===== config.mk =====
export PLATFORM = sky130hd
export DESIGN_NAME = rbdeq_ptr
export DESIGN_NICKNAME = d
export VERILOG_FILES = /design/src/rtl/core/rbdeq_pkg.sv /design/src/rtl/core/rbdeq_ptr.sv
export SDC_FILE = /design/constraint.sdc
export NUM_CORES = 1
export LEC_CHECK = 0
export BUFFER_PORTS_ARGS = -buffer_cell sky130_fd_sc_hd__buf_2
export CAP_MARGIN = 20
export CORE_ASPECT_RATIO = 1.5
export CORE_MARGIN = 2
export CORE_UTILIZATION = 60
export CTS_BUF_LIST = sky130_fd_sc_hd__clkbuf_4 sky130_fd_sc_hd__clkbuf_8 sky130_fd_sc_hd__clkbuf_16
export CTS_CLUSTER_DIAMETER = 80
export CTS_CLUSTER_SIZE = 24
export DETAILED_ROUTE_END_ITERATION = 12
export GPL_TIMING_DRIVEN = 0
export PLACE_DENSITY = 0.81
export SYNTH_ARGS = -nofsm -noshare
export SYNTH_HDL_FRONTEND = slang
export SYNTH_SLANG_ARGS = --single-unit

===== constraint.sdc =====
create_clock -name clk -period 17.1 [get_ports clk]
set_input_delay 3.42 -clock clk [delete_from_list [all_inputs] [get_ports clk]]
set_output_delay 3.42 -clock clk [all_outputs]
set_load 0.01 [all_outputs]

===== src/rtl/core/rbdeq_pkg.sv =====
// Shared types and codes for the ring buffer deque.
package rbdeq_pkg;

  localparam int CAP_W = 10;
  localparam logic [CAP_W-1:0] CAP_RESET = 10'd1023;

  localparam int OP_W = 3;
  localparam logic [OP_W-1:0] OP_PEEK       = 3'd0;
  localparam logic [OP_W-1:0] OP_PUSH_FRONT = 3'd1;
  localparam logic [OP_W-1:0] OP_PUSH_BACK  = 3'd2;
  localparam logic [OP_W-1:0] OP_POP_FRONT  = 3'd3;
  localparam logic [OP_W-1:0] OP_POP_BACK   = 3'd4;

  localparam int ST_W = 2;
  localparam logic [ST_W-1:0] ST_DONE  = 2'd0;
  localparam logic [ST_W-1:0] ST_FULL  = 2'd1;
  localparam logic [ST_W-1:0] ST_EMPTY = 2'd2;

  // Per-item status that travels from the pointer unit to the output stage.
  typedef struct packed {
    logic [ST_W-1:0]  status;
    logic [CAP_W-1:0] count;
    logic             is_empty;
    logic             is_full;
  } flags_t;

endpackage


===== src/rtl/core/rbdeq_ptr.sv =====
// Head and tail pointers, capacity register and per-item status logic.
module rbdeq_ptr #(
  parameter int SLOTS = 1024,
  localparam int AW = $clog2(SLOTS)
) (
  input  logic                       clk,
  input  logic                       rst,
  input  logic                       cfg_wr_en,
  input  logic [rbdeq_pkg::CAP_W-1:0] cfg_wr_data,
  input  logic                       accept,
  input  logic [rbdeq_pkg::OP_W-1:0] operation,
  output rbdeq_pkg::flags_t          flags,
  output logic                       wr_en,
  output logic [AW-1:0]              wr_addr,
  output logic [AW-1:0]              rd_addr_front,
  output logic [AW-1:0]              rd_addr_back
);
  import rbdeq_pkg::*;

  localparam int LW = (AW > CAP_W) ? AW : CAP_W;

  logic [CAP_W-1:0] capacity;
  logic [AW-1:0]    head;
  logic [AW-1:0]    tail;
  logic [AW-1:0]    head_next;
  logic [AW-1:0]    tail_next;
  logic [AW-1:0]    last;
  logic [LW-1:0]    cap_ext;
  logic [LW:0]      cnt_w;
  logic             empty_now;
  logic             full_now;
  logic [ST_W-1:0]  status;

  function automatic logic [AW-1:0] ring_next(input logic [AW-1:0] i,
                                              input logic [AW-1:0] lst);
    return (i == lst) ? '0 : i + AW'(1);
  endfunction

  function automatic logic [AW-1:0] ring_prev(input logic [AW-1:0] i,
                                              input logic [AW-1:0] lst);
    return (i == '0) ? lst : i - AW'(1);
  endfunction

  // Highest ring index: the capacity, saturated to the highest slot of the store.
  always_comb begin
    cap_ext = LW'(capacity);
    last = (cap_ext > LW'(SLOTS - 1)) ? AW'(SLOTS - 1) : cap_ext[AW-1:0];
  end

  always_comb begin
    empty_now = (head == tail);
    full_now  = (ring_next(tail, last) == head);
    head_next = head;
    tail_next = tail;
    status    = ST_DONE;
    wr_en     = 1'b0;
    wr_addr   = tail;
    case (operation)
      OP_PUSH_FRONT: begin
        if (full_now) begin
          status = ST_FULL;
        end else begin
          head_next = ring_prev(head, last);
          wr_en     = accept;
          wr_addr   = ring_prev(head, last);
        end
      end
      OP_PUSH_BACK: begin
        if (full_now) begin
          status = ST_FULL;
        end else begin
          tail_next = ring_next(tail, last);
          wr_en     = accept;
          wr_addr   = tail;
        end
      end
      OP_POP_FRONT: begin
        if (empty_now) begin
          status = ST_EMPTY;
        end else begin
          head_next = ring_next(head, last);
        end
      end
      OP_POP_BACK: begin
        if (empty_now) begin
          status = ST_EMPTY;
        end else begin
          tail_next = ring_prev(tail, last);
        end
      end
      default: begin
      end
    endcase
  end

  always_comb begin
    if (head_next <= tail_next) begin
      cnt_w = (LW+1)'(tail_next) - (LW+1)'(head_next);
    end else begin
      cnt_w = (LW+1)'(tail_next) + (LW+1)'(last) + (LW+1)'(1) - (LW+1)'(head_next);
    end
    flags.status   = status;
    flags.count    = cnt_w[CAP_W-1:0];
    flags.is_empty = (head_next == tail_next);
    flags.is_full  = (ring_next(tail_next, last) == head_next);
    rd_addr_front  = head_next;
    rd_addr_back   = ring_prev(tail_next, last);
  end

  always_ff @(posedge clk) begin
    if (rst) begin
      capacity <= CAP_RESET;
      head     <= '0;
      tail     <= '0;
    end else if (cfg_wr_en) begin
      capacity <= cfg_wr_data;
      head     <= '0;
      tail     <= '0;
    end else if (accept) begin
      head <= head_next;
      tail <= tail_next;
    end
  end

endmodule


==> flow_metrics.py, run 1 <==
metrics = {
    "timing": {
        "maxSlewHeadroom_pct": 27.6,
        "tightest_slew_ps": 1070,
        "rsz0062_at_grt": "false",
        "maxSlewViolCount": 0,
        "setup_viol": 0,
        "period_share_pct": 74.5,
        "worst_slack_ps": 4360,
        "final_hold_viol_count": 0,
        "skew_ps": 2.93,
        "setup-tns-final_ps": 0,
        "maxClockFrequency_mhz": 78.5,
        "finalCriticalPeriod_ps": 12740,
    },
    "clock_network": {
        "cts-root-buf": "clkbuf_16",
        "h-tree-depth": 2,
        "cts_tree": "yes",
        "cts_post_setup_buffers_inserted": 0,
        "clk_pin_slew_ps": 50,
        "clkSinkCount": 30,
        "hold_buffers": 0,
        "clockBufferDepth": 2,
        "cts_made_buffers": 5,
        "insertion_delay_ps": 280,
        "cts_repair_resize_count": 0,
    },
    "die": {
        "dieArea_sq_mm": 0.0101,
        "boundaryPins": 62,
        "core_area_sq_mm": 0.00915,
        "num_rows": 43,
        "die_h_microns": 122,
        "die-width_microns": 82.6,
        "start_util_pct": 60.9,
    },
    "pwr": {
        "peakVddDrop_mv": 0.0661,
        "powerDensity_mw_per_mm2": 77.8,
        "p_leak_nw": 2.70,
    },
    "global_route": {
        "antenna_found_initial": 0,
        "grt_use_total_pct": 44.9,
        "grt_max_degree": 11,
        "grt_pass1_wl_mm": 33.2,
        "grt_overflow_total": 0,
        "grt_pass1_vias": 6290,
    },
    "critical_path": {
        "crit_fanout": 10,
        "startpoint_type": "input pin",
        "critPathArrivalTime_ps": 9320,
        "critPathRequiredTime_ps": 13680,
        "crit_type": "in -> out",
        "end_kind": "output pin",
    },
    "yosys": {
        "synth_fa_ha_area_share_pct": 9.22,
        "synth_compound_area_share_pct": 29.9,
        "postSynthCellCount": 781,
        "synth_xor_area_share_pct": 13.6,
        "async_flop_share_pct": 0,
        "synth_edf_count": 0,
        "ys.flop_type": "dfxtp_1",
        "avgSynthCellArea_sq_um": 7.13,
        "synthesis.nets": 833,
        "yosys_warnings": 0,
        "synth_top_family_by_area": "compound AO/OA/AOI/OAI gates",
        "synth_mux_area_share_pct": 1.46,
        "ys_seq_elements": 30,
        "netlist_area_sq_mm": 0.00557,
        "ys_types": 92,
        "synth-simple-area-share_pct": 25.9,
        "synth-seq-area-share_pct": 10.8,
    },
    "routing": {
        "drt_iter0_drc": 741,
        "route.detailed.drc": 0,
        "wl_mm": 22.1,
        "viasPerCell": 6.88,
        "dr.pass1.iters": 6,
        "num_vias": 6608,
        "antenna_left": 0,
        "wl_per_cell_microns": 23.0,
    },
    "finish": {
        "diodes": 0,
        "area_growth_pct": 10.6,
        "fill_cells": 858,
        "layout-drive-gt1-share_pct": 14.8,
        "design_area_sq_mm": 0.00616,
        "fin_nets": 900,
        "finish.utilization_pct": 67.3,
    },
    "place": {
        "placed_area_sq_mm": 0.00601,
        "dp_slack_ps": 4630,
        "gp_congestion": 1.04,
        "io_buffers": 60,
        "hpwlAfterDp_mm": 16.9,
    },
    "outcome": {
        "status": "finished, final reports clean",
    },
    "worst_hold_path": {
        "hp-class": "reg -> reg",
    },
    "run": {
        "max_cap_viol_count": 0,
    },
}
## state kept, by name, indices dropped and copies added (netlist names)
signal   count
head        10
cap_ext     10
tail        10
## path summary, 6_finish.rpt
path	from	end	slack (ps)	cells past startpoint
worst min-delay path	cap_ext[5]$_SDFFE_PP1P_	cap_ext[5]$_SDFFE_PP1P_	710	3
worst max register to register	tail[4]$_SDFFE_PP0P_	head[5]$_SDFFE_PP0P_	12540	12
worst min register to register	cap_ext[5]$_SDFFE_PP1P_	cap_ext[5]$_SDFFE_PP1P_	710	3
worst max-delay path	operation[1]	flags[9]	4360	23
## report_power, final
group          leakage (nW)  internal, mW  switching (mW)
Sequential            0.247        0.0734         0.00435
Clock                0.0729        0.0576          0.0344
Combinational          2.38         0.120           0.189
Total                  2.70         0.251           0.228
## layer usage
layer / vias up / routed length (microns) / track usage [%]
met4: 0 / 2390 / 40.5
met3: 151 / 1970 / 13.0
met1: 3030 / 7370 / 45.5
met2: 467 / 10400 / 72.1
li1: 2960 / - / -
met5: - / 0 / 0
## metrics by stage
| stage | std cells | power (mW) | hold WS (ps) |
|---|---|---|---|
| 2_1_floorplan | 781 | 0.290 | 570 |
| 3_3_place_gp | 953 | 0.371 | 659 |
| 3_5_place_dp | 953 | 0.378 | 683 |
| 4_1_cts | 961 | 0.470 | 697 |
| 5_1_grt | 961 | 0.509 | 737 |
| 6_report | 961 | 0.479 | 711 |
## cells in the mapped netlist (3+ instances only)
master / n / share of area (%)
a21oi_1: 35 / 3.1
a31oi_1: 11 / 1.2
o211ai_1: 14 / 1.9
a221o_1: 3 / 0.54
o2111ai_1: 3 / 0.47
nor2b_1: 5 / 0.56
a211oi_1: 25 / 3.4
or3_1: 8 / 0.90
o32ai_1: 3 / 0.47
o311a_1: 3 / 0.54
nor3_1: 21 / 1.9
inv_2: 3 / 0.20
nand3_1: 26 / 2.3
a311oi_1: 5 / 0.79
xor2_1: 33 / 5.2
buf_4: 4 / 0.54
xnor2_1: 48 / 7.6
or4_1: 3 / 0.40
fa_1: 10 / 3.6
a211o_1: 3 / 0.47
a31o_2: 5 / 0.79
nand4_1: 16 / 1.8
and3_1: 8 / 0.90
buf_1: 5 / 0.34
a21o_1: 11 / 1.5
o211a_1: 4 / 0.72
ha_1: 25 / 5.6
o22ai_1: 3 / 0.34
dfxtp_1: 30 / 11
and2_1: 8 / 0.90
nand3b_1: 7 / 0.94
buf_2: 11 / 0.99
o21ai_0: 44 / 4.0
inv_1: 56 / 3.8
nand2_1: 70 / 4.7
o31ai_1: 11 / 1.5
clkbuf_1: 38 / 2.6
nand2b_1: 11 / 1.2
mux2i_1: 7 / 1.3
nor2_1: 68 / 4.6
nor4_1: 14 / 1.6
## worst max-delay path, cell delays in order
cell and delay [ps]:
clkbuf_1 370, nor3b_1 870, nand2_1 340, a311oi_1 450, a311o_1 170, buf_4 160, inv_1 170, ha_1 280
fa_1 410, nor2b_1 110, o21ai_0 130, a21boi_0 280, o21ai_0 160, a21boi_0 230, o21ai_0 120, nand2b_1 130
a21o_1 120, a211o_1 110, clkbuf_1 440, clkbuf_1 440, nor2_1 110, a21oi_1 140, buf_2 150
## cell usage in the layout, fill, tap and decap left out, types with 4 or more instances in the layout
| cell type | synthesis | final |
|---|---|---|
| xor2_1 | 33 | 33 |
| o21ai_0 | 44 | 44 |
| a211oi_1 | 25 | 25 |
| o211ai_1 | 14 | 14 |
| nand2_1 | 70 | 70 |
| nor4_1 | 14 | 14 |
| a31o_2 | 5 | 5 |
| o211a_1 | 4 | 4 |
| nor3_1 | 21 | 21 |
| nand3_1 | 26 | 26 |
| nor2b_1 | 5 | 5 |
| nand2b_1 | 11 | 11 |
| a21o_1 | 11 | 11 |
| and2_1 | 8 | 8 |
| clkbuf_1 | 38 | 38 |
| clkbuf_16 | 0 | 5 |
| xnor2_1 | 48 | 48 |
| a21oi_1 | 35 | 35 |
| nand4_1 | 16 | 16 |
| or3_1 | 8 | 8 |
| nor2_1 | 68 | 68 |
| ha_1 | 25 | 25 |
| a31oi_1 | 11 | 11 |
| a311oi_1 | 5 | 5 |
| dfxtp_1 | 30 | 30 |
| inv_1 | 56 | 56 |
| buf_2 | 11 | 71 |
| and3_1 | 8 | 8 |
| buf_1 | 5 | 5 |
| nand3b_1 | 7 | 7 |
| o31ai_1 | 11 | 11 |
| buf_4 | 4 | 4 |
| mux2i_1 | 7 | 7 |
| fa_1 | 10 | 10 |
## final cells by class
| cell class | count | area [sq um] | area share (%) |
|---|---|---|---|
| multi-input combinational | 628 | 4450 | 72.3 |
| sequential | 30 | 601 | 9.75 |
| timing repair buffer | 60 | 300 | 4.88 |
| buffer | 61 | 274 | 4.45 |
| inverter | 62 | 240 | 3.90 |
| tap | 112 | 140 | 2.28 |
| clock buffer | 6 | 139 | 2.26 |
| clock inverter | 2 | 12.5 | 0.203 |
## logic make-up after synthesis
| logic type | count (synthesis) |
|---|---|
| AOI/OAI and AO/OA | 220 |
| muxes | 8 |
| adders and majority gates | 35 |
| buffers and inverters | 123 |
| xor gates and xnor gates | 83 |
| DFF | 30 |
| and+or+nand+nor | 282 |
No activity file was read; power rests on OpenSTA's default activity.
==> run 2: changes to the inputs <==
- CORE_UTILIZATION: 60 -> 55
- PLACE_DENSITY: 0.81 -> 0.79
- clock period: 17.1 -> 10.6 ns (I/O delays scaled with it)
==> flow_metrics.py, run 2 (synthesis results as in run 1) <==
metrics = {
    "routing": {
        "viasPerCell": 6.69,
        "antenna_left": 0,
        "drt_iter0_drc": 809,
        "wl_per_cell_microns": 22.4,
        "route.detailed.drc": 0,
        "dr.pass1.iters": 7,
        "num_vias": 6467,
        "wl_mm": 21.7,
    },
    "die": {
        "boundaryPins": 62,
        "core_area_sq_mm": 0.00997,
        "num_rows": 45,
        "start_util_pct": 55.9,
        "die_h_microns": 127,
        "dieArea_sq_mm": 0.0110,
        "die-width_microns": 86.1,
    },
    "critical_path": {
        "critPathArrivalTime_ps": 7690,
        "critPathRequiredTime_ps": 8480,
        "crit_chain": "buf_2, nor2b_1, nor2b_1, o31a_1, clkbuf_1, a311oi_1, nor3_1, inv_1, fa_1, nor2b_1, o21ai_0, a21boi_0, o21ai_0, a21boi_0, o21ai_0, nand2b_1, a21o_1, a211o_1, clkbuf_1, clkbuf_1, nand3b_1, o31ai_1, buf_2",
        "startpoint_type": "input pin",
        "end_kind": "output pin",
        "crit_type": "in -> out",
        "crit_fanout": 10,
        "worst-r2r-setup-slack_ps": 6090,
        "worst_path_max_delay_cell": "nor3_1",
        "critical_path.max_stage_delay_ps": 860,
    },
    "finish": {
        "final_common_cell": "buf_2",
        "design_area_sq_mm": 0.00617,
        "layout-drive-gt1-share_pct": 14.9,
        "fin_nets": 901,
        "final_cell_mix": "72 x buf_2, 70 x nand2_1, 68 x nor2_1",
        "diodes": 0,
        "area_growth_pct": 10.8,
    },
    "worst_hold_path": {
        "hp-class": "reg -> reg",
    },
    "clock_network": {
        "clockBufferDepth": 2,
        "cts_post_setup_buffers_inserted": 0,
        "cts_repair_resize_count": 0,
        "insertion_delay_ps": 280,
        "cts_tree": "yes",
        "clk_pin_slew_ps": 50,
        "clkSinkCount": 30,
        "h-tree-depth": 2,
        "cts-root-buf": "clkbuf_16",
        "cts_made_buffers": 5,
        "hold_buffers": 0,
    },
    "global_route": {
        "grt_max_degree": 11,
        "grt_pass1_vias": 6424,
        "grt_pass1_wl_mm": 33.7,
        "antenna_found_initial": 0,
        "grt_use_total_pct": 39.7,
        "grt_overflow_total": 0,
    },
    "timing": {
        "setup_viol": 0,
        "rsz0062_at_grt": "false",
        "finalCriticalPeriod_ps": 9810,
        "maxClockFrequency_mhz": 102,
        "whs_ps": 704,
        "final_hold_viol_count": 0,
        "period_share_pct": 92.5,
        "setup-tns-final_ps": 0,
        "skew_ps": 4.53,
        "maxSlewHeadroom_pct": 30.1,
        "maxSlewViolCount": 0,
        "tightest_slew_ps": 1040,
        "worst_slack_ps": 791,
    },
    "outcome": {
        "status": "finished, final reports clean",
    },
    "place": {
        "hpwlAfterDp_mm": 17.1,
        "io_buffers": 60,
        "placed_area_sq_mm": 0.00601,
        "gp_congestion": 1.03,
        "dp_slack_ps": 878,
    },
    "pwr": {
        "peakVddDrop_mv": 0.104,
        "powerDensity_mw_per_mm2": 124,
        "p_leak_nw": 2.70,
    },
    "run": {
        "max_cap_viol_count": 0,
    },
}
==> run 2: where the power goes <==
group	switching, mW	internal, mW	total [mW]	leakage, nW
Sequential	0.00725	0.118	0.126	0.247
Combinational	0.299	0.194	0.494	2.39
Clock	0.0526	0.0928	0.145	0.0729
==> run 2: stage by stage <==
step                      total power, mW  util (%)  instances
after floorplan                     0.468         -        781
after global placement              0.598      60.3        958
after detailed placement            0.609      60.3        958
after CTS                           0.754      61.9        966
after global routing                0.808      61.9        967
final                               0.765      61.9        967
==> run 2: layout make-up <==
cell class                      instances  area, sq um
Fill cell                             942         3800
Clock inverter                          2         12.5
Sequential cell                        30          601
Inverter                               62          240
Buffer                                 61          274
Tap cell                              117          146
Timing Repair Buffer                   61          305
Clock buffer                            6          139
Multi-Input combinational cell        628         4450
==> run 2: final timing paths <==
check	cells past startpoint	from	endpoint
setup reg to reg	12	tail[4]$_SDFFE_PP0P_	head[5]$_SDFFE_PP0P_
hold reg to reg	3	cap_ext[5]$_SDFFE_PP1P_	cap_ext[5]$_SDFFE_PP1P_
setup / recovery	23	operation[0]	flags[6]
hold / removal	3	cap_ext[5]$_SDFFE_PP1P_	cap_ext[5]$_SDFFE_PP1P_
==> run 2: critical path, delay by kind of cell <==
kind            cells  cell delay, ps
buf+inv             6            1680
simple gates        6            1910
fa+ha+maj           1             490
compound gates     10            1490
==> run 2: per-layer routing <==
metal / up-vias / global-route usage (%) / share of wire (%)
li1: 2958 / - / -
met5: - / 0 / 0
met4: 0 / 33.1 / 9.1
met3: 135 / 4.13 / 6.9
met2: 407 / 67.8 / 49
met1: 2967 / 43.2 / 35
==> run 3: changes to the inputs <==
--- a/config.mk
+++ b/config.mk
@@ -9,5 +9,5 @@
 export CAP_MARGIN = 20
 export CORE_ASPECT_RATIO = 1.5
-export CORE_MARGIN = 2
+export CORE_MARGIN = 3
 export CORE_UTILIZATION = 55
 export CTS_BUF_LIST = sky130_fd_sc_hd__clkbuf_4 sky130_fd_sc_hd__clkbuf_8 sky130_fd_sc_hd__clkbuf_16
==> constraint.sdc (replaced) <==
create_clock -name clk -period 10.6 [get_ports clk]
set_input_delay 1.06 -clock clk [delete_from_list [all_inputs] [get_ports clk]]
set_output_delay 1.06 -clock clk [all_outputs]
set_load 0.01 [all_outputs]
==> flow_metrics.py, run 3 (synthesis results as in run 1) <==
metrics = {
    "outcome": {
        "status": "finished, final reports clean",
    },
    "global_route": {
        "grt_max_degree": 11,
        "grt_overflow_total": 0,
        "use_met3_pct": 4.52,
        "grt_pass1_vias": 6367,
        "grt_use_total_pct": 37.2,
        "grt_busiest_layer": "met2",
        "grt_use_met2_pct": 63.3,
        "met1_usage_pct": 39.8,
        "antenna_found_initial": 0,
        "grt_pass1_wl_mm": 32.7,
    },
    "clock_network": {
        "clkSinkCount": 30,
        "clk_pin_slew_ps": 50,
        "hold_buffers": 0,
        "h-tree-depth": 2,
        "cts_post_setup_buffers_inserted": 0,
        "insertion_delay_ps": 290,
        "cts_made_buffers": 5,
        "cts_repair_resize_count": 0,
        "clockBufferDepth": 2,
        "cts_tree": "yes",
        "cts-root-buf": "clkbuf_16",
    },
    "place": {
        "hpwlAfterDp_mm": 16.6,
        "gp_congestion": 1.04,
        "io_buffers": 60,
        "placed_area_sq_mm": 0.00601,
    },
    "timing": {
        "rsz0062_at_grt": "false",
        "maxClockFrequency_mhz": 114,
        "setup_viol": 0,
        "tightest_slew_ps": 1060,
        "final_hold_viol_count": 0,
        "setup-tns-final_ps": 0,
        "maxSlewHeadroom_pct": 29.0,
        "period_share_pct": 82.8,
        "finalCriticalPeriod_ps": 8780,
        "maxSlewViolCount": 0,
        "skew_ps": 7.36,
    },
    "critical_path": {
        "crit_type": "reg -> out",
        "critPathArrivalTime_ps": 7720,
        "path_delay_family": "compound AO/OA/AOI/OAI gates",
        "path_buf_inv": 4,
        "startpoint_type": "flip-flop",
        "critPathMostFrequentCell": "a21oi_1",
        "crit_fanout": 7,
        "end_kind": "output pin",
        "critPathRequiredTime_ps": 9540,
        "worst_path_max_delay_cell": "nor3_1",
        "critical_path.max_stage_delay_ps": 840,
    },
    "die": {
        "die_h_microns": 129,
        "dieArea_sq_mm": 0.0114,
        "start_util_pct": 56.8,
        "core_area_sq_mm": 0.00980,
        "boundaryPins": 62,
        "die-width_microns": 88.1,
        "num_rows": 44,
    },
    "finish": {
        "area_growth_pct": 10.7,
        "final_cell_mix": "71 x buf_2, 70 x nand2_1, 68 x nor2_1",
        "diodes": 0,
        "fin_nets": 900,
        "design_area_sq_mm": 0.00616,
        "layout-drive-gt1-share_pct": 14.8,
        "final_common_cell": "buf_2",
        "fill_cells": 915,
    },
    "routing": {
        "route.detailed.drc": 0,
        "wl_mm": 21.2,
        "antenna_left": 0,
        "drt_iter0_drc": 874,
        "dr.pass1.iters": 7,
        "viasPerCell": 6.89,
        "wl_per_cell_microns": 22.0,
        "num_vias": 6641,
    },
    "pwr": {
        "powerDensity_mw_per_mm2": 124,
        "p_leak_nw": 2.70,
        "peakVddDrop_mv": 0.117,
    },
    "worst_hold_path": {
        "hp-class": "reg -> reg",
    },
    "run": {
        "max_cap_viol_count": 0,
    },
}
run 3: layout make-up:
type                            count  area (sq um)  area share, %
Buffer                             61           274           4.45
Clock buffer                        6           139           2.25
Clock inverter                      2          12.5          0.203
Inverter                           62           240           3.90
Multi-Input combinational cell    628          4450           72.2
Sequential cell                    30           601           9.75
Tap cell                          115           144           2.34
Timing Repair Buffer               60           300           4.87
run 3: report_power, final:
| group | internal, mW | switching (mW) |
|---|---|---|
| combinational | 0.194 | 0.298 |
| sequential | 0.118 | 0.00720 |
| clock | 0.0928 | 0.0525 |
run 3: worst paths after layout:
check                           from                 endpoint  slack [ps]  depth (start not counted)
min reg2reg  cap_ext[5]$_SDFFE_PP1P_  cap_ext[5]$_SDFFE_PP1P_         710                          3
max reg2reg  cap_ext[6]$_SDFFE_PP1P_     head[1]$_SDFFE_PP0P_        6090                         10
min          cap_ext[5]$_SDFFE_PP1P_  cap_ext[5]$_SDFFE_PP1P_         710                          3
max          cap_ext[6]$_SDFFE_PP1P_                flags[11]        1820                         26
run 3: metrics by stage:
| stage | instances | hold slack, ps | total power, mW | util [%] | setup slack [ps] |
|---|---|---|---|---|---|
| after floorplan | 781 | 570 | 0.468 | - | 3980 |
| after global placement | 956 | 665 | 0.594 | 61.3 | 2480 |
| after detailed placement | 956 | 698 | 0.606 | 61.3 | 2300 |
| after CTS | 964 | 707 | 0.753 | 62.9 | 1960 |
| after global routing | 964 | 749 | 0.811 | 62.9 | 1270 |
| final | 964 | 711 | 0.763 | 62.9 | 1820 |
run 3: metal layers:
layer | wire (microns) | vias to the layer above | share of wire (%)
met5 | 0 | - | 0
met4 | 2240 | 0 | 11
met3 | 1740 | 155 | 8.2
met2 | 10100 | 474 | 48
met1 | 7140 | 3054 | 34
li1 | - | 2958 | -
run 3: worst register-to-register path, stage by stage, from the launching register on:
cell      delay (ps)
dfxtp_1          300
clkbuf_1         440
xor2_1           130
nor4_1           490
nand3_1          320
or4_4            510
a32o_2           310
o31ai_1          650
a211oi_1         140
nor3_1           840
a211oi_1         210
